$ cat src/hw/rtl/blx_pkg.sv
// Package for the byte stream lexer: item types, token kind codes and constants.
// Used by blx_front, blx_queue, blx_back, byte_stream_lexer and blx_checker.
// Depends on nothing.
package blx_pkg;

  localparam logic [3:0] KInt     = 4'd0;
  localparam logic [3:0] KIdent   = 4'd1;
  localparam logic [3:0] KPlus    = 4'd2;
  localparam logic [3:0] KMinus   = 4'd3;
  localparam logic [3:0] KStar    = 4'd4;
  localparam logic [3:0] KSlash   = 4'd5;
  localparam logic [3:0] KLparen  = 4'd6;
  localparam logic [3:0] KRparen  = 4'd7;
  localparam logic [3:0] KAssign  = 4'd8;
  localparam logic [3:0] KNewline = 4'd9;
  localparam logic [3:0] KUnknown = 4'd10;
  localparam logic [3:0] KEof     = 4'd11;
  localparam logic [3:0] KText    = 4'd12;

  localparam logic [7:0]  MaxText = 8'd255;
  localparam logic [30:0] IntSat  = 31'h7FFF_FFFF;
  localparam int          QueueDepth = 4;

  typedef struct packed {
    logic [7:0] byte_in;
    logic       end_of_input;
  } in_item_t;

  typedef struct packed {
    logic [3:0]  kind;
    logic [7:0]  char_code;
    logic [30:0] int_value;
    logic [7:0]  token_length;
    logic        value_overflow;
    logic        last;
  } out_item_t;

  // Work for the back end: an optional closed token, then an optional second result.
  typedef struct packed {
    logic        tok_valid;
    logic [3:0]  tok_kind;
    logic [30:0] tok_value;
    logic [7:0]  tok_length;
    logic        tok_overflow;
    logic        sec_valid;
    logic [3:0]  sec_kind;
    logic [7:0]  sec_char;
  } cmd_t;

endpackage

$ cat src/hw/rtl/byte_stream_lexer.sv
// Byte stream lexer, top level: front end, command queue and back end.
// Depends on blx_pkg, blx_front, blx_queue and blx_back.
//
// Usage:
//   The in_ channel takes one source byte per item, or an end-of-input mark.
//   The out_ channel delivers tokens and echoed text characters, up to two
//   result items per input item, with last set on the final one.
//   The command for an accepted input item is written into the queue and is
//   then loaded into the output register, which holds the first result item.
//   Input throughput is one item per cycle while the queue has room. The
//   back end sends one result per cycle while the receiver is ready, so items
//   that close a token and also produce a second result send two results, and
//   a long run of them is limited by that output port.
//   Spaces and tabs outside a token cause no result at all.
//   When the receiver stalls, the output register holds its item, the queue
//   fills, and in_ready falls once QUEUE_DEPTH commands are waiting.
//   Reset clears the token state, the queue and the output valid flag.
module byte_stream_lexer #(
  parameter int QUEUE_DEPTH = blx_pkg::QueueDepth
) (
  input  logic               clk,
  input  logic               rst_n,
  input  logic               in_valid,
  output logic               in_ready,
  input  blx_pkg::in_item_t  in_item,
  output logic               out_valid,
  input  logic               out_ready,
  output blx_pkg::out_item_t out_item
);

  logic          accept, push, pop, empty, full;
  blx_pkg::cmd_t push_cmd, head;

  assign in_ready = !full;
  assign accept   = in_valid && in_ready;

  blx_front u_front (
    .clk    (clk),
    .rst_n  (rst_n),
    .accept (accept),
    .item   (in_item),
    .push   (push),
    .cmd    (push_cmd)
  );

  blx_queue #(
    .DEPTH (QUEUE_DEPTH)
  ) u_queue (
    .clk      (clk),
    .rst_n    (rst_n),
    .push     (push),
    .push_cmd (push_cmd),
    .pop      (pop),
    .head     (head),
    .empty    (empty),
    .full     (full)
  );

  blx_back u_back (
    .clk       (clk),
    .rst_n     (rst_n),
    .head      (head),
    .empty     (empty),
    .pop       (pop),
    .out_valid (out_valid),
    .out_ready (out_ready),
    .out_item  (out_item)
  );

endmodule

$ cat src/hw/rtl/blx_front.sv
// Lexer front end: classifies each accepted byte, keeps the open token state and
// builds one command per item that causes results. Depends on blx_pkg.
module blx_front (
  input  logic              clk,
  input  logic              rst_n,
  input  logic              accept,
  input  blx_pkg::in_item_t item,
  output logic              push,
  output blx_pkg::cmd_t     cmd
);

  localparam logic [1:0] ModeIdle  = 2'd0;
  localparam logic [1:0] ModeInt   = 2'd1;
  localparam logic [1:0] ModeIdent = 2'd2;

  logic [1:0]  lex_mode_r, lex_mode_nxt;
  logic [30:0] accum_value_r, accum_value_nxt;
  logic [7:0]  accum_length_r, accum_length_nxt;
  logic        accum_overflow_r, accum_overflow_nxt;

  logic [7:0]  c;
  logic        eoi, is_digit, is_alpha, is_word, is_space;
  logic        cont_int, cont_ident, keep, add_dig, add_len;
  logic [30:0] base_val;
  logic [7:0]  base_len;
  logic        base_ovf;
  logic [34:0] prod;
  logic [3:0]  single_kind;

  assign c        = item.byte_in;
  assign eoi      = item.end_of_input;
  assign is_digit = (c >= 8'h30) && (c <= 8'h39);
  assign is_alpha = ((c >= 8'h61) && (c <= 8'h7A)) || ((c >= 8'h41) && (c <= 8'h5A));
  assign is_word  = is_digit || is_alpha || (c == 8'h5F);
  assign is_space = (c == 8'h20) || (c == 8'h09);

  assign cont_int   = !eoi && (lex_mode_r == ModeInt) && is_digit;
  assign cont_ident = !eoi && (lex_mode_r == ModeIdent) && is_word;
  assign keep       = cont_int || cont_ident;
  assign add_dig    = !eoi && is_digit && (lex_mode_r != ModeIdent);
  assign add_len    = !eoi && is_word;

  assign base_val = keep ? accum_value_r : 31'd0;
  assign base_len = keep ? accum_length_r : 8'd0;
  assign base_ovf = keep ? accum_overflow_r : 1'b0;
  assign prod     = {1'b0, base_val, 3'b000} + {3'b000, base_val, 1'b0}
                  + {31'd0, c[3:0]};

  always_comb begin
    case (c)
      8'h2B:   single_kind = blx_pkg::KPlus;
      8'h2D:   single_kind = blx_pkg::KMinus;
      8'h2A:   single_kind = blx_pkg::KStar;
      8'h2F:   single_kind = blx_pkg::KSlash;
      8'h28:   single_kind = blx_pkg::KLparen;
      8'h29:   single_kind = blx_pkg::KRparen;
      8'h3D:   single_kind = blx_pkg::KAssign;
      8'h0A:   single_kind = blx_pkg::KNewline;
      default: single_kind = blx_pkg::KUnknown;
    endcase
  end

  always_comb begin
    accum_value_nxt    = base_val;
    accum_overflow_nxt = base_ovf;
    accum_length_nxt   = base_len;
    if (add_dig) begin
      if (prod > {4'd0, blx_pkg::IntSat}) begin
        accum_value_nxt    = blx_pkg::IntSat;
        accum_overflow_nxt = 1'b1;
      end else begin
        accum_value_nxt = prod[30:0];
      end
    end
    if (add_len && (base_len < blx_pkg::MaxText)) begin
      accum_length_nxt = base_len + 8'd1;
    end

    if (eoi) begin
      lex_mode_nxt = ModeIdle;
    end else if (keep) begin
      lex_mode_nxt = lex_mode_r;
    end else if (is_digit) begin
      lex_mode_nxt = ModeInt;
    end else if (is_word) begin
      lex_mode_nxt = ModeIdent;
    end else begin
      lex_mode_nxt = ModeIdle;
    end

    cmd.tok_valid    = !keep && (lex_mode_r != ModeIdle);
    cmd.tok_kind     = (lex_mode_r == ModeInt) ? blx_pkg::KInt : blx_pkg::KIdent;
    cmd.tok_value    = (lex_mode_r == ModeInt) ? accum_value_r : 31'd0;
    cmd.tok_length   = accum_length_r;
    cmd.tok_overflow = (lex_mode_r == ModeInt) && accum_overflow_r;

    cmd.sec_valid = eoi || !is_space;
    if (eoi) begin
      cmd.sec_kind = blx_pkg::KEof;
      cmd.sec_char = 8'd0;
    end else if (is_word) begin
      cmd.sec_kind = blx_pkg::KText;
      cmd.sec_char = c;
    end else begin
      cmd.sec_kind = single_kind;
      cmd.sec_char = c;
    end
  end

  assign push = accept && (cmd.tok_valid || cmd.sec_valid);

  always_ff @(posedge clk) begin
    if (!rst_n) begin
      lex_mode_r       <= ModeIdle;
      accum_value_r    <= 31'd0;
      accum_length_r   <= 8'd0;
      accum_overflow_r <= 1'b0;
    end else if (accept) begin
      lex_mode_r       <= lex_mode_nxt;
      accum_value_r    <= accum_value_nxt;
      accum_length_r   <= accum_length_nxt;
      accum_overflow_r <= accum_overflow_nxt;
    end
  end

endmodule

$ cat src/hw/rtl/blx_queue.sv
// Short command queue between the lexer front end and back end.
// Depends on blx_pkg for the command type.
module blx_queue #(
  parameter int DEPTH = blx_pkg::QueueDepth
) (
  input  logic          clk,
  input  logic          rst_n,
  input  logic          push,
  input  blx_pkg::cmd_t push_cmd,
  input  logic          pop,
  output blx_pkg::cmd_t head,
  output logic          empty,
  output logic          full
);

  localparam int PtrW = (DEPTH > 1) ? $clog2(DEPTH) : 1;
  localparam int CntW = $clog2(DEPTH + 1);
  localparam logic [PtrW-1:0] LastIdx = PtrW'(DEPTH - 1);
  localparam logic [CntW-1:0] Full    = CntW'(DEPTH);

  blx_pkg::cmd_t   mem [DEPTH];
  logic [PtrW-1:0] wr_ptr_r, rd_ptr_r;
  logic [CntW-1:0] count_r, count_nxt;
  logic            do_push, do_pop;

  assign empty   = (count_r == '0);
  assign full    = (count_r == Full);
  assign head    = mem[rd_ptr_r];
  assign do_push = push && !full;
  assign do_pop  = pop && !empty;

  always_comb begin
    count_nxt = count_r;
    if (do_push && !do_pop) begin
      count_nxt = count_r + CntW'(1);
    end else if (do_pop && !do_push) begin
      count_nxt = count_r - CntW'(1);
    end
  end

  always_ff @(posedge clk) begin
    if (do_push) begin
      mem[wr_ptr_r] <= push_cmd;
    end
  end

  always_ff @(posedge clk) begin
    if (!rst_n) begin
      wr_ptr_r <= '0;
      rd_ptr_r <= '0;
      count_r  <= '0;
    end else begin
      count_r <= count_nxt;
      if (do_push) begin
        wr_ptr_r <= (wr_ptr_r == LastIdx) ? '0 : wr_ptr_r + PtrW'(1);
      end
      if (do_pop) begin
        rd_ptr_r <= (rd_ptr_r == LastIdx) ? '0 : rd_ptr_r + PtrW'(1);
      end
    end
  end

endmodule

$ cat src/hw/rtl/blx_back.sv
// Lexer back end: turns each queued command into one or two result items and
// holds them in the output register. Depends on blx_pkg.
module blx_back (
  input  logic               clk,
  input  logic               rst_n,
  input  blx_pkg::cmd_t      head,
  input  logic               empty,
  output logic               pop,
  output logic               out_valid,
  input  logic               out_ready,
  output blx_pkg::out_item_t out_item
);

  logic               out_valid_r, out_valid_nxt;
  blx_pkg::out_item_t out_item_r, out_item_nxt;
  logic               phase_r, phase_nxt;
  logic               load, emit_tok;

  assign load     = !out_valid_r || out_ready;
  assign emit_tok = head.tok_valid && !phase_r;

  always_comb begin
    out_valid_nxt = out_valid_r && !out_ready;
    out_item_nxt  = out_item_r;
    phase_nxt     = phase_r;
    pop           = 1'b0;
    if (load && !empty) begin
      out_valid_nxt = 1'b1;
      if (emit_tok) begin
        out_item_nxt.kind           = head.tok_kind;
        out_item_nxt.char_code      = 8'd0;
        out_item_nxt.int_value      = head.tok_value;
        out_item_nxt.token_length   = head.tok_length;
        out_item_nxt.value_overflow = head.tok_overflow;
        out_item_nxt.last           = !head.sec_valid;
        phase_nxt                   = head.sec_valid;
        pop                         = !head.sec_valid;
      end else begin
        out_item_nxt.kind           = head.sec_kind;
        out_item_nxt.char_code      = head.sec_char;
        out_item_nxt.int_value      = 31'd0;
        out_item_nxt.token_length   = 8'd0;
        out_item_nxt.value_overflow = 1'b0;
        out_item_nxt.last           = 1'b1;
        phase_nxt                   = 1'b0;
        pop                         = 1'b1;
      end
    end
  end

  always_ff @(posedge clk) begin
    out_item_r <= out_item_nxt;
    if (!rst_n) begin
      out_valid_r <= 1'b0;
      phase_r     <= 1'b0;
    end else begin
      out_valid_r <= out_valid_nxt;
      phase_r     <= phase_nxt;
    end
  end

  assign out_valid = out_valid_r;
  assign out_item  = out_item_r;

endmodule

$ cat config.mk
export PLATFORM = sky130hd
export DESIGN_NAME = byte_stream_lexer
export DESIGN_NICKNAME = d
export VERILOG_FILES = /design/src/hw/rtl/blx_pkg.sv /design/src/hw/rtl/byte_stream_lexer.sv /design/src/hw/rtl/blx_front.sv /design/src/hw/rtl/blx_queue.sv /design/src/hw/rtl/blx_back.sv
export SDC_FILE = /design/constraint.sdc
export NUM_CORES = 1
export LEC_CHECK = 0
export BUFFER_PORTS_ARGS = -buffer_cell sky130_fd_sc_hd__buf_2
export CORE_UTILIZATION = 65
export DETAILED_ROUTE_END_ITERATION = 10
export GPL_ROUTABILITY_DRIVEN = 1
export PLACE_DENSITY = 0.89
export SLEW_MARGIN = 25
export SYNTH_ARGS = -nofsm -noshare
export SYNTH_HDL_FRONTEND = slang
export SYNTH_SLANG_ARGS = --single-unit
$ cat constraint.sdc
create_clock -name clk -period 8.6 [get_ports clk]
set_input_delay 1.29 -clock clk [delete_from_list [all_inputs] [get_ports clk]]
set_output_delay 1.29 -clock clk [all_outputs]
set_load 0.02 [all_outputs]
== After elaboration in Yosys (flattened, before gate mapping) ==
Memory sizes are Yosys's and may differ from the RTL's. A register that Yosys moved wholly into a read port is not among the register bits.
Index checks and enable logic that the tools add are counted.
W data, S select, Z words.

* Bits of input ports: 13
* Memories kept: 1
* Bits in writable memories: 220
* Bits in registers: 104
* Logic and storage cells: 124
* Output and inout port bits: 55

* Add/sub/neg operators: 7
* Magnitude comparators: 8
* Muxes and demuxes: 30
* Reductions and logical operators: 45
* Equality and inequality tests: 18

{| class="wikitable"
|+ Memories
! name !! words !! width !! read ports !! clocked after Yosys merged registers in !! write ports !! line !! RTL
|-
| u_queue.mem || 4 || 55 || 1 || 1 || 1 || blx_queue.sv:21 || <nowiki>blx_pkg::cmd_t mem [DEPTH];</nowiki>
|}

{| class="wikitable"
|+ Operators by type and width
! cell !! count
|-
| $mux W31 || 4
|-
| $eq A8 B6 Y1 const B || 8
|-
| $mux W53 || 1
|-
| $add A34 B32 Y35 || 1
|-
| $add A35 B4 Y35 || 1
|-
| $gt A35 B31 Y1 const B || 1
|-
| $pmux W4 S8 || 1
|-
| $mux W12 || 2
|-
| $logic_and A1 B1 Y1 || 22
|-
| $eq A8 B4 Y1 const B || 2
|-
| $ge A8 B7 Y1 const B || 2
|-
| $le A8 B7 Y1 const B || 2
|-
| $mux W2 || 8
|-
| $mux W8 || 2
|-
| $logic_not A1 Y1 || 11
|-
| $mux W1 || 10
|-
| $add A8 B1 Y8 const B || 1
|-
| $eq A8 B7 Y1 const B || 1
|-
| $ge A8 B6 Y1 const B || 1
|-
| $le A8 B6 Y1 const B || 1
|-
| $logic_or A1 B1 Y1 || 8
|-
| $lt A8 B8 Y1 const B || 1
|-
| $eq A2 B2 Y1 const B || 3
|-
| $mux W3 || 2
|-
| 9 further kinds || 12
|}

== Depth between registers and ports, before layout ==
Gate-level depths: netlist of the first run.

* Depth in word-level cells: 16
* Depth in mapped cells: 23
* Gate-level depth less buffers: 19

== By module ==
Synthesis of the first run repeated with hierarchy kept, for this count alone.

* Cells, all modules: 1051
* Area, all modules: 15655.0 sq um

{| class="wikitable"
|+ Modules (own cells, without submodules)
! module !! area an instance (sq um) !! times used !! cells an instance !! sequential area each (sq um)
|-
| blx_queue || 8867.3 || 1 || 354 || 7146.9
|-
| blx_front || 4660.7 || 1 || 572 || 840.8
|-
| blx_back || 2117.0 || 1 || 123 || 1631.6
|-
| byte_stream_lexer || 10.0 || 1 || 2 || 0.0
|}

== Worst setup path before layout of the first run ==
Ideal clock, no wire load.

* Path kind: input to register
* From: input in_item[6] in the netlist's numbering
* To: register u_front.accum_value_r[11]
* Buffers on the path: 5
* Path slack: 2.646 ns
* Stages: 22
* Data required time: 8.481 ns
* Setup time: 0.119 ns
* Arrival: 5.834 ns
* Cells stage by stage: buf_2 > and4b_1 > nor3_1 > o41a_2 > o22ai_1 > and2b_1 > buf_2 > clkbuf_1 > and2_1 > ha_1 > ha_1 > mux2_4 > a2111oi_4 > o211ai_1 > a221o_1 > a41o_1 > a211oi_2 > nand4_1 > buf_4 > buf_6 > o221ai_2 > nand2_1

* Word-level cells in the longest chain between the ends: 13
* Elaborated cells on any way between the ends: 24
* Those cells by class: add/sub (2); order compare (7); eq/ne (1); mux (3); reduce/logical (11)

{| class="wikitable"
|+ Ends and longest elaborated chain
! item !! line !! RTL
|-
| start: declaration || byte_stream_lexer.sv:25 || <nowiki>input blx_pkg::in_item_t in_item,</nowiki>
|-
| $ge A8 B7 Y1 / $le A8 B7 Y1 (equally long branches) || blx_front.sv:33 || <nowiki>assign is_alpha = ((c >= 8'h61) && (c <= 8'h7A)) || ((c >= 8'h41) && (c <= 8'h5A));</nowiki>
|-
| $logic_and A1 B1 Y1 || blx_front.sv:33 ||
|-
| $logic_or A1 B1 Y1 || blx_front.sv:33 ||
|-
| $logic_or A1 B1 Y1 (2 in series) || blx_front.sv:34 || <nowiki>assign is_word = is_digit || is_alpha || (c == 8'h5F);</nowiki>
|-
| $logic_and A1 B1 Y1 || blx_front.sv:38 || <nowiki>assign cont_ident = !eoi && (lex_mode_r == ModeIdent) && is_word;</nowiki>
|-
| $logic_or A1 B1 Y1 || blx_front.sv:39 || <nowiki>assign keep = cont_int || cont_ident;</nowiki>
|-
| $mux W31 || blx_front.sv:43 || <nowiki>assign base_val = keep ? accum_value_r : 31'd0;</nowiki>
|-
| $add A34 B32 Y35 || blx_front.sv:46 || <nowiki>assign prod = {1'b0, base_val, 3'b000} + {3'b000, base_val, 1'b0}</nowiki>
|-
| $add A35 B4 Y35 || blx_front.sv:47 || <nowiki>+ {31'd0, c[3:0]};</nowiki>
|-
| $gt A35 B31 Y1 || blx_front.sv:68 || <nowiki>if (prod > {4'd0, blx_pkg::IntSat}) begin</nowiki>
|-
| $mux W31 || blx_front.sv:68 ||
|-
| $mux W31 * || blx_front.sv:67 || <nowiki>if (add_dig) begin</nowiki>
|-
| end signal: assignment || blx_front.sv:120 || <nowiki>accum_value_r <= accum_value_nxt;</nowiki>
|-
| end: declaration || blx_front.sv:17 || <nowiki>logic [30:0] accum_value_r, accum_value_nxt;</nowiki>
|}

Mark *: on every way between the ends. The rest lies on a longest branch, timed or not.
A chain may end at the register's enable or synchronous reset.

== Worst setup path after layout of the first run ==
* From: input in_item[1] in the netlist's numbering
* To: register u_front.accum_value_r[24]

Same word-level chain as after synthesis.

==> impl_metrics.env, run 1 <==
export IMPL_antenna_found_initial=1
export IMPL_p_leak_uw=0.006309
export IMPL_htree_levels=1
export IMPL_io_pins=68
export IMPL_fin_cells=1439
export IMPL_cap_violations=0
export IMPL_numCtsBuffers=29
export IMPL_ant_nets=0
export IMPL_dr_total_vias=9581
export IMPL_synthCells=1081
export IMPL_slew_headroom_pct=41.44
export IMPL_layout_drive_gt1_share_pct=17.35
export IMPL_async_flop_share_pct=0
export IMPL_core_um2=22710
export IMPL_synth_edff_count=273
export IMPL_die_w_um=154.2
export IMPL_grt_pass1_vias=9560
export IMPL_portBuffers=67
export IMPL_die_area_um2=23790
export IMPL_grt_util_met3_pct=3.867
export IMPL_maxSlewViolCount=0
export IMPL_gp_congestion=0.8975
export IMPL_finalSetupViolCount=0
export IMPL_seq_area_um2=9266
export IMPL_worstPathCellList="buf_2 > and4b_1 > nor3_1 > o41a_2 > o22ai_1 > and2b_1 > buf_4 > nand2_1 > xnor2_1 > ha_1 > a31o_2 > ha_1 > o211ai_1 > o211ai_1 > a41oi_1 > a21oi_1 > nor3_1 > a211oi_2 > nand4_1 > buf_4 > a2111oi_2 > o21ai_0"
export IMPL_post_drt_wl_per_cell_um=22.41
export IMPL_ys_seq_area_share_pct=61.47
export IMPL_cts_setup_buffers=0
export IMPL_cts_clk_slew_worst_paths_ns=0.06
export IMPL_met2_usage_pct=47.38
export IMPL_skew_ns=0.01405
export IMPL_clk_latency_ns=0.55
export IMPL_power_uw=4423
export IMPL_holdCritPathClass="flop to flop"
export IMPL_ctsResizeCount=0
export IMPL_dp_cells=1384
export IMPL_yosysUniqueCellTypes=67
export IMPL_multi_input_area_um2=5492
export IMPL_max_stage_delay_ns=0.72
export IMPL_hold_viol=0
export IMPL_worstPathMaxFanout=28
export IMPL_ys_flop_type="edfxtp_1"
export IMPL_area_delta_synth_final_pct=9.760
export IMPL_die_y_um=154.2
export IMPL_ys_ff_latch=326
export IMPL_drt_pass1_iterations=5
export IMPL_drc=0
export IMPL_min_period_ns=6.761
export IMPL_cts_root_buf="clkbuf_16"
export IMPL_grt_max_degree=56
export IMPL_fmax_mhz=147.9
export IMPL_fin_tns_setup_ns=0
export IMPL_fillCellCount=1273
export IMPL_critical_path_required_ns=9.03
export IMPL_use_met1_pct=36.80
export IMPL_cts_tree="done"
export IMPL_critPathSlowestCell="and2b_1"
export IMPL_avgSynthCellArea_um2=13.93
export IMPL_via_per_inst=6.658
export IMPL_synth_area_top_cells="edfxtp_1, mux4_2, dfxtp_1, ha_1, and2_1"
export IMPL_drt_initial_drc_count=927
export IMPL_yosys_area_top_type="edfxtp_1"
export IMPL_status="finished, final reports clean"
export IMPL_overflow=0
export IMPL_layout_common_cells="edfxtp_1, nand2_1, and2_1"
export IMPL_worst_pin_slew_ns=0.8784
export IMPL_vdd_ir_drop_max_mv=0.1843
export IMPL_layout_nets=1213
export IMPL_power_density_nw_per_um2=267.5
export IMPL_crit_path_start_kind="input pin"
export IMPL_initial_core_util_pct=66.33
export IMPL_row_count=55
export IMPL_ys_warnings_count=0
export IMPL_grt_pass1_wl_um=50970
export IMPL_synth_area_um2=15060
export IMPL_hpwl_um=19960
export IMPL_worstPathArrival_ns=7.19
export IMPL_rsz0062_at_grt="false"
export IMPL_clockBufferDepth=3
export IMPL_layout_commonest_cell="edfxtp_1"
export IMPL_grtUsageTotal_pct=27.82
export IMPL_synth_top_area_share_pct=54.42
export IMPL_top_usage_layer="met2"
export IMPL_worstSetupEndpointType="flop"
export IMPL_wl_um=32250
export IMPL_critPathKind="input pin to flop"
export IMPL_tritoncts_num_sinks=326
export IMPL_hold_buffers=0
export IMPL_fin_crit_sh_pct=78.61
export IMPL_syn_nets=1164
==> sequential cells by signal, indices dropped and copies added (netlist names), 2 cells and up, named ones only <==
name,count
u_back.out_item,53
u_front.accum_length_r,8
u_front.accum_value_r,31
u_front.lex_mode_r,2
u_queue.count_r,3
u_queue.mem,220
u_queue.rd_ptr_r,2
u_queue.wr_ptr_r,2
==> metrics by stage <==
step | setup slack [ns] | hold WS (ns) | instance area, um2 | utilization, %
final | 1.839 | 0.4539 | 16530 | 72.80
after global routing | 1.352 | 0.4669 | 16530 | 72.80
after CTS | 1.957 | 0.4571 | 16530 | 72.79
after detailed placement | 1.489 | 0.4468 | 15620 | 68.76
after global placement | 1.709 | 0.4354 | 15620 | 68.76
after floorplan | 2.646 | 0.4211 | 15060 | -
==> logic make-up (layout without fill, tap and decap cells) <==
family | count (synthesis) | count (layout) | synth area share, %
muxes | 63 | 63 | 8.796
adders and majority gates | 70 | 70 | 5.914
DFF | 326 | 326 | 61.47
other | 0 | 1 | 0
buffers and inverters | 84 | 156 | 2.284
and+or+nand+nor | 335 | 335 | 11.46
xor gates and xnor gates | 29 | 29 | 1.686
AOI/OAI and AO/OA | 174 | 174 | 8.389
==> synthesized netlist by cell type, types with 3 or more instances <==
cell type  instances
o31ai_1            3
mux2i_1            6
nand4_1            8
nand3_1           15
xnor2_1           14
nor3_1            11
mux4_2            55
buf_2             11
or3_1              3
o21a_1             5
dfxtp_1           53
nand2_1           98
o211ai_1          11
a31o_2             3
o21ai_0           31
nor2b_1           12
o221ai_2          10
and2_1            82
clkbuf_1          38
nor2_1            43
inv_1             26
a21oi_1           51
a21o_1            11
and3_1            44
o221ai_1          16
a211oi_1           6
a31oi_1            3
xor2_1            15
buf_1              6
nand2b_1           8
edfxtp_1         273
ha_1              68
==> report_power, final <==
group / total (uW) / switching (uW) / leakage (uW) / internal, uW
Clock: 1250 / 543 / 0.000445 / 702
Combinational: 1030 / 616 / 0.00290 / 411
Sequential: 2150 / 131 / 0.00296 / 2020
Total: 4420 / 1290 / 0.00631 / 3130
==> worst paths after layout <==
| path | cells past startpoint | startpoint | to | slack (ns) |
|---|---|---|---|---|
| min reg2reg | 2 | u_front.accum_value_r[27] | u_front.accum_value_r[27] | 0.45 |
| max | 22 | in_item[1] | u_front.accum_value_r[24] | 1.84 |
| min | 2 | u_front.accum_value_r[27] | u_front.accum_value_r[27] | 0.45 |
| max reg2reg | 21 | u_front.lex_mode_r[0] | u_front.accum_value_r[24] | 2.63 |
==> layer usage <==
metal / vias to the layer above / share of wire (%)
li1: 4229 / -
met4: 0 / 2.7
met3: 78 / 8.0
met5: - / 0
met2: 580 / 51
met1: 4694 / 39
==> critical path: cells and delay by family <==
kind | cells | cell delay (ns)
AOI/OAI and AO/OA | 10 | 2.66
xor gates and xnor gates | 1 | 0.14
adders and majority gates | 2 | 0.53
buffers and inverters | 3 | 0.94
and+or+nand+nor | 6 | 1.60
==> layout make-up <==
type	count	area share (%)
sequential	326	56.05
multi-input combinational	671	33.21
clock buffer	40	4.760
timing repair buffer	76	2.437
tap	285	2.157
clock inverter	14	0.7795
inverter	26	0.5903
antenna	1	0.01514
(Power assumes the default switching activity.)
==> inputs of run 2 (changes only) <==
--- a/config.mk
+++ b/config.mk
@@ -5,11 +5,12 @@
 export SDC_FILE = /design/constraint.sdc
 export NUM_CORES = 1
 export LEC_CHECK = 0
+export ABC_AREA = 1
 export BUFFER_PORTS_ARGS = -buffer_cell sky130_fd_sc_hd__buf_2
-export CORE_UTILIZATION = 65
+export CORE_UTILIZATION = 62
 export DETAILED_ROUTE_END_ITERATION = 10
 export GPL_ROUTABILITY_DRIVEN = 1
-export PLACE_DENSITY = 0.89
+export PLACE_DENSITY = 0.85
 export SLEW_MARGIN = 25
 export SYNTH_ARGS = -nofsm -noshare
 export SYNTH_HDL_FRONTEND = slang
==> constraint.sdc (replaced) <==
create_clock -name clk -period 6.8 [get_ports clk]
set_input_delay 1.02 -clock clk [delete_from_list [all_inputs] [get_ports clk]]
set_output_delay 1.02 -clock clk [all_outputs]
set_load 0.02 [all_outputs]
==> run 2 against run 1 <==
  * Sequential power increased by 27%
  * Critical path depth increased by 6
  * Wire length increased by 19%
  * Synthesized area increased by 5.4%
  * Sequential share of layout area decreased by 2.8 points
  * Combinational power increased by 58%
  * Count of clock-buffer cells in the layout decreased by 4
  * Register-to-register slack got worse by 0.54 ns
  * Die area increased by 10%
  * Design area increased by 5.2%
==> impl_metrics.env, run 2 <==
export IMPL_vdd_ir_drop_max_mv=0.2564
export IMPL_layout_commonest_cell="nor2_1"
export IMPL_critPathSlowestCell="nor2_4"
export IMPL_async_flop_share_pct=0
export IMPL_worstPathArrival_ns=5.72
export IMPL_critical_path_required_ns=7.22
export IMPL_io_pins=68
export IMPL_crit_path_start_kind="input pin"
export IMPL_portBuffers=67
export IMPL_clockBufferDepth=3
export IMPL_ys_ff_latch=326
export IMPL_synth_top_area_share_pct=51.62
export IMPL_synth_area_top_cells="edfxtp_1, nor2_1, dfxtp_1, nand2_1, ha_1"
export IMPL_p_leak_uw=0.006939
export IMPL_fmax_mhz=188.7
export IMPL_area_delta_synth_final_pct=9.478
export IMPL_met2_usage_pct=50.14
export IMPL_timing_hold_ws_ns=0.4686
export IMPL_critPathKind="input pin to flop"
export IMPL_hold_viol=0
export IMPL_use_met1_pct=40.62
export IMPL_max_stage_delay_ns=0.61
export IMPL_die_w_um=162.0
export IMPL_ctsResizeCount=0
export IMPL_maxSlewViolCount=0
export IMPL_synth_area_um2=15880
export IMPL_crit_top_cell="nand2_1"
export IMPL_initial_core_util_pct=63.07
export IMPL_fillCellCount=1769
export IMPL_worstPathMaxFanout=33
export IMPL_fin_tns_setup_ns=0
export IMPL_fin_util_pct=69.05
export IMPL_layout_drive_gt1_share_pct=8.754
export IMPL_grt_pass1_vias=12060
export IMPL_synth_edff_count=273
export IMPL_power_density_nw_per_um2=340.1
export IMPL_overflow=0
export IMPL_yosys_area_top_type="edfxtp_1"
export IMPL_drt_initial_drc_count=1515
export IMPL_ys_seq_area_share_pct=58.30
export IMPL_layout_common_cells="nor2_1, nand2_1, edfxtp_1"
export IMPL_worst_pin_slew_ns=1.033
export IMPL_top_usage_layer="met2"
export IMPL_status="finished, final reports clean"
export IMPL_core_um2=25180
export IMPL_fin_crit_sh_pct=77.95
export IMPL_hpwl_um=24540
export IMPL_post_drt_wl_per_cell_um=18.23
export IMPL_ys_flop_type="edfxtp_1"
export IMPL_grt_util_met3_pct=3.064
export IMPL_dr_total_vias=12390
export IMPL_die_area_um2=26260
export IMPL_yosysUniqueCellTypes=45
export IMPL_ys_warnings_count=0
export IMPL_drc=0
export IMPL_post_synth_top_count_cell="nor2_1"
export IMPL_largest_register_ffs=220
export IMPL_row_count=58
export IMPL_avgSynthCellArea_um2=9.255
export IMPL_largest_register="u_queue.mem"
export IMPL_grt_pass1_wl_um=60910
export IMPL_cap_violations=0
export IMPL_drt_pass1_iterations=5
export IMPL_numCtsBuffers=29
export IMPL_rsz0062_at_grt="false"
export IMPL_ys_top_cells_by_count="nor2_1, nand2_1, edfxtp_1"
export IMPL_finalSetupViolCount=0
export IMPL_cts_tree="done"
export IMPL_cts_setup_buffers=0
export IMPL_slew_headroom_pct=30.96
export IMPL_gp_congestion=0.9660
export IMPL_min_period_ns=5.301
export IMPL_tritoncts_num_sinks=326
export IMPL_cts_root_buf="clkbuf_16"
export IMPL_grtUsageTotal_pct=29.64
export IMPL_hold_buffers=0
export IMPL_path_buf_inv=3
export IMPL_wl_um=38510
export IMPL_clk_latency_ns=0.56
export IMPL_skew_ns=0.03051
export IMPL_n_antenna_cell=0
export IMPL_grt_max_degree=94
export IMPL_holdCritPathClass="flop to flop"
export IMPL_die_y_um=162.0
export IMPL_crit_family="simple AND/OR/NAND/NOR gates"
export IMPL_cts_clk_slew_worst_paths_ns=0.07
export IMPL_worstSetupEndpointType="flop"
export IMPL_layout_nets=1843
export IMPL_syn_nets=1799
export IMPL_via_per_inst=5.867
export IMPL_ant_nets=0
export IMPL_synthCells=1716
export IMPL_htree_levels=1
export IMPL_antenna_found_initial=0
## run 2: cell count changes after synthesis, moves of 43 or more
cell / previous run / this run
o21ai_0: 31 / 148
a21oi_1: 51 / 133
and3_1: 44 / 1
nor2_1: 43 / 417
inv_1: 26 / 136
and2_1: 82 / 2
nand2_1: 98 / 276
mux4_2: 55 / 0
## run 2: area by class of cell
type,instances,area [um2],share of cell area [%]
clock buffers,36,782.0,4.498
flip-flops and latches,326,9264,53.28
clock inverters,17,120.1,0.6908
well taps,330,412.9,2.375
repair buffers,83,455.4,2.619
inverters,144,540.5,3.109
multi-input cells,1176,5812,33.43
## run 2: logic make-up after synthesis
| group | Yosys count | synth area share [%] |
|---|---|---|
| AO/OA/AOI/OAI | 327 | 10.95 |
| XOR/XNOR | 18 | 0.9927 |
| adder cells (fa/ha/maj) | 70 | 5.609 |
| buffers and inverters | 214 | 5.357 |
| flip-flops | 326 | 58.30 |
| AND/OR/NAND/NOR | 761 | 18.79 |
## run 2: stage by stage
step                std cells  total power [uW]  setup WS [ns]  instance area [um2]
floorplan                1716              3823          1.883                15880
global route             2112              6178         0.9648                17390
CTS                      2112              5911          1.514                17390
global placement         2059              4264          1.259                16480
finish                   2112              5913          1.499                17390
detailed placement       2059              4375          1.046                16480
## run 2: routing by layer
metal | up-vias | share of wire (%)
met5 | - | 0
met4 | 0 | 1.9
met1 | 5856 | 41
li1 | 5847 | -
met2 | 630 | 49
met3 | 58 | 8.5
## run 2: path summary, 6_finish.rpt
path / end / depth (start not counted) / slack, ns / from
max: u_front.accum_value_r[2] / 28 / 1.50 / in_item[1]
min: u_front.accum_value_r[27] / 2 / 0.47 / u_front.accum_value_r[27]
max reg2reg: u_front.accum_value_r[2] / 24 / 2.09 / u_front.lex_mode_r[0]
min reg2reg: u_front.accum_value_r[27] / 2 / 0.47 / u_front.accum_value_r[27]
## run 2: worst register-to-register path, cell delays in order, from the launching register on
cell	delay, ns
dfxtp_1	0.41
inv_1	0.06
nor2_1	0.16
nand4_1	0.17
nand2_4	0.23
inv_2	0.28
nor2_1	0.33
ha_1	0.18
ha_1	0.19
inv_1	0.08
fa_1	0.43
o21ai_2	0.30
nand2_1	0.08
nand2_1	0.12
nand2_1	0.06
nand2_1	0.13
nand2_1	0.09
nand2_1	0.07
nand2_1	0.06
nand2_1	0.06
nand3_1	0.12
nor2_4	0.61
nand2_1	0.16
nand2_1	0.10
a21oi_1	0.08
## run 2: power by group
group          total (uW)  switching (uW)  internal (uW)
Clock                1560             705            855
Sequential           2720             144           2580
Combinational        1630            1210            419
==> inputs of run 3 (changes only) <==
==> constraint.sdc (replaced) <==
create_clock -name clk -period 5.39 [get_ports clk]
set_input_delay 0.8085 -clock clk [delete_from_list [all_inputs] [get_ports clk]]
set_output_delay 0.8085 -clock clk [all_outputs]
set_load 0.02 [all_outputs]
==> run 3 against run 2 <==
  * Power is 30% higher
  * Die area stayed put
  * Utilization is 0.62 points higher
  * Sequential power is 27% higher
  * Non-clock buffer count is 1 higher
  * Register-to-register slack worse by 0.81 ns
  * Flip-flop and latch count stayed put
  * Largest cell class unchanged
==> impl_metrics.env, run 3 (synthesis results as in run 2) <==
export IMPL_status="finished, final reports clean"
export IMPL_cts_root_buf="clkbuf_16"
export IMPL_fin_area_um2=17540
export IMPL_timing_critical_path_to="u_front.accum_value_r[2]"
export IMPL_layout_nets=1846
export IMPL_finalWorstSetupSlack_ns=0.9663
export IMPL_fin_tns_setup_ns=0
export IMPL_cts_tree="done"
export IMPL_gp_congestion=0.9628
export IMPL_fin_util_pct=69.67
export IMPL_numCtsBuffers=31
export IMPL_htree_levels=1
export IMPL_topRoutingLayerUsed="met4"
export IMPL_power_uw=7702
export IMPL_critPathSlowestCell="a21boi_0"
export IMPL_power_density_nw_per_um2=439.1
export IMPL_grt_pass1_vias=11870
export IMPL_p_leak_uw=0.007011
export IMPL_initial_core_util_pct=63.07
export IMPL_worstHoldStart="u_front.accum_value_r[19]"
export IMPL_io_pins=68
export IMPL_die_y_um=162.0
export IMPL_reg2reg_depth=21
export IMPL_critPathKind="input pin to flop"
export IMPL_cts_clk_slew_worst_paths_ns=0.06
export IMPL_largest_register="u_queue.mem"
export IMPL_clockBufferDepth=3
export IMPL_vdd_ir_drop_max_mv=0.4134
export IMPL_layout_commonest_cell="nor2_1"
export IMPL_drt_pass1_iterations=7
export IMPL_cts_setup_buffers=0
export IMPL_dpl_cell_area_um2=16500
export IMPL_holdCritPathClass="flop to flop"
export IMPL_skew_ns=0.02814
export IMPL_worst_pin_slew_ns=0.9847
export IMPL_wl_met1_um=16430
export IMPL_row_count=58
export IMPL_finalSetupViolCount=0
export IMPL_post_drt_wl_per_cell_um=18.30
export IMPL_largest_register_ffs=220
export IMPL_clk_latency_ns=0.56
export IMPL_fin_crit_sh_pct=82.07
export IMPL_core_um2=25180
export IMPL_cap_violations=0
export IMPL_grt_max_degree=103
export IMPL_fillCellCount=1760
export IMPL_n_antenna_cell=0
export IMPL_layout_drive_gt1_share_pct=9.004
export IMPL_reg2reg_from="u_front.lex_mode_r[0]"
export IMPL_ctsResizeCount=0
export IMPL_crit_path_start_kind="input pin"
export IMPL_ant_nets=0
export IMPL_drt_initial_drc_count=1747
export IMPL_r2r_end="u_front.accum_value_r[2]"
export IMPL_die_area_um2=26260
export IMPL_grt_pass1_wl_um=60760
export IMPL_worstPathMaxFanout=31
export IMPL_via_per_inst=5.894
export IMPL_tritoncts_num_sinks=326
export IMPL_reg2reg_slack_ns=1.28
export IMPL_layout_common_cells="nor2_1, nand2_1, edfxtp_1"
export IMPL_fmax_mhz=226.1
export IMPL_antenna_found_initial=0
export IMPL_wl_met3_um=3285
export IMPL_critical_path_required_ns=5.82
export IMPL_worstSetupEndpointType="flop"
export IMPL_maxSlewViolCount=0
export IMPL_worstPathArrival_ns=4.85
export IMPL_portBuffers=67
export IMPL_wl_um=38750
export IMPL_area_delta_synth_final_pct=10.46
export IMPL_slew_headroom_pct=34.35
export IMPL_hold_viol=0
export IMPL_overflow=0
export IMPL_max_stage_delay_ns=0.44
export IMPL_dr_wl_met2_um=18450
export IMPL_crit_start="in_item[3]"
export IMPL_rsz0062_at_grt="false"
export IMPL_hpwl_um=24540
export IMPL_crit_top_cell="nand2_1"
export IMPL_min_period_ns=4.424
export IMPL_dr_total_vias=12480
export IMPL_drc=0
export IMPL_grtUsageTotal_pct=29.55
export IMPL_die_w_um=162.0
export IMPL_pre_cts_ws_ns=0.4692
export IMPL_hold_buffers=0
-- run 3: routing by layer --
metal  vias to the layer above  GRT usage [%]
li1                       5850              -
met1                      5929          42.44
met2                       650          48.73
met3                        54          2.451
met4                         0          7.804
met5                         -              0
-- run 3: where the power goes --
| part | internal [uW] | total (uW) | switching (uW) |
|---|---|---|---|
| Sequential | 3250 | 3450 | 198 |
| Combinational | 528 | 2040 | 1520 |
| Clock | 1290 | 2210 | 921 |
-- run 3: per-stage QoR --
| stage | hold slack [ns] | std cells |
|---|---|---|
| after global placement | 0.4516 | 2060 |
| after global routing | 0.4771 | 2118 |
| after floorplan | 0.4446 | 1716 |
| final | 0.4652 | 2118 |
| after CTS | 0.4662 | 2118 |
| after detailed placement | 0.4569 | 2060 |
-- run 3: critical path, delay by kind of cell --
kind / cells / cell delay, ns
adder cells (fa/ha/maj): 2 / 0.65
AND/OR/NAND/NOR: 16 / 1.73
AO/OA/AOI/OAI: 4 / 0.91
buffers and inverters: 5 / 0.71
-- run 3: how the worst min path moves through the flow --
stage                                 to  cells past startpoint
3_3_place_gp    u_front.accum_value_r[1]                      2
6_report       u_front.accum_value_r[19]                      2
4_1_cts        u_front.accum_value_r[13]                      2
5_1_grt        u_front.accum_value_r[29]                      2
3_5_place_dp   u_front.accum_value_r[13]                      2
2_1_floorplan   u_front.accum_overflow_r                      2
-- run 3: final cells by class --
class	count	area, um2	share of cell area [%]
tap	330	412.9	2.354
inverter	144	540.5	3.081
clock buffer	40	829.5	4.729
clock inverter	18	209.0	1.191
multi-input combinational	1176	5812	33.13
timing repair buffer	84	475.5	2.710
sequential	326	9264	52.81
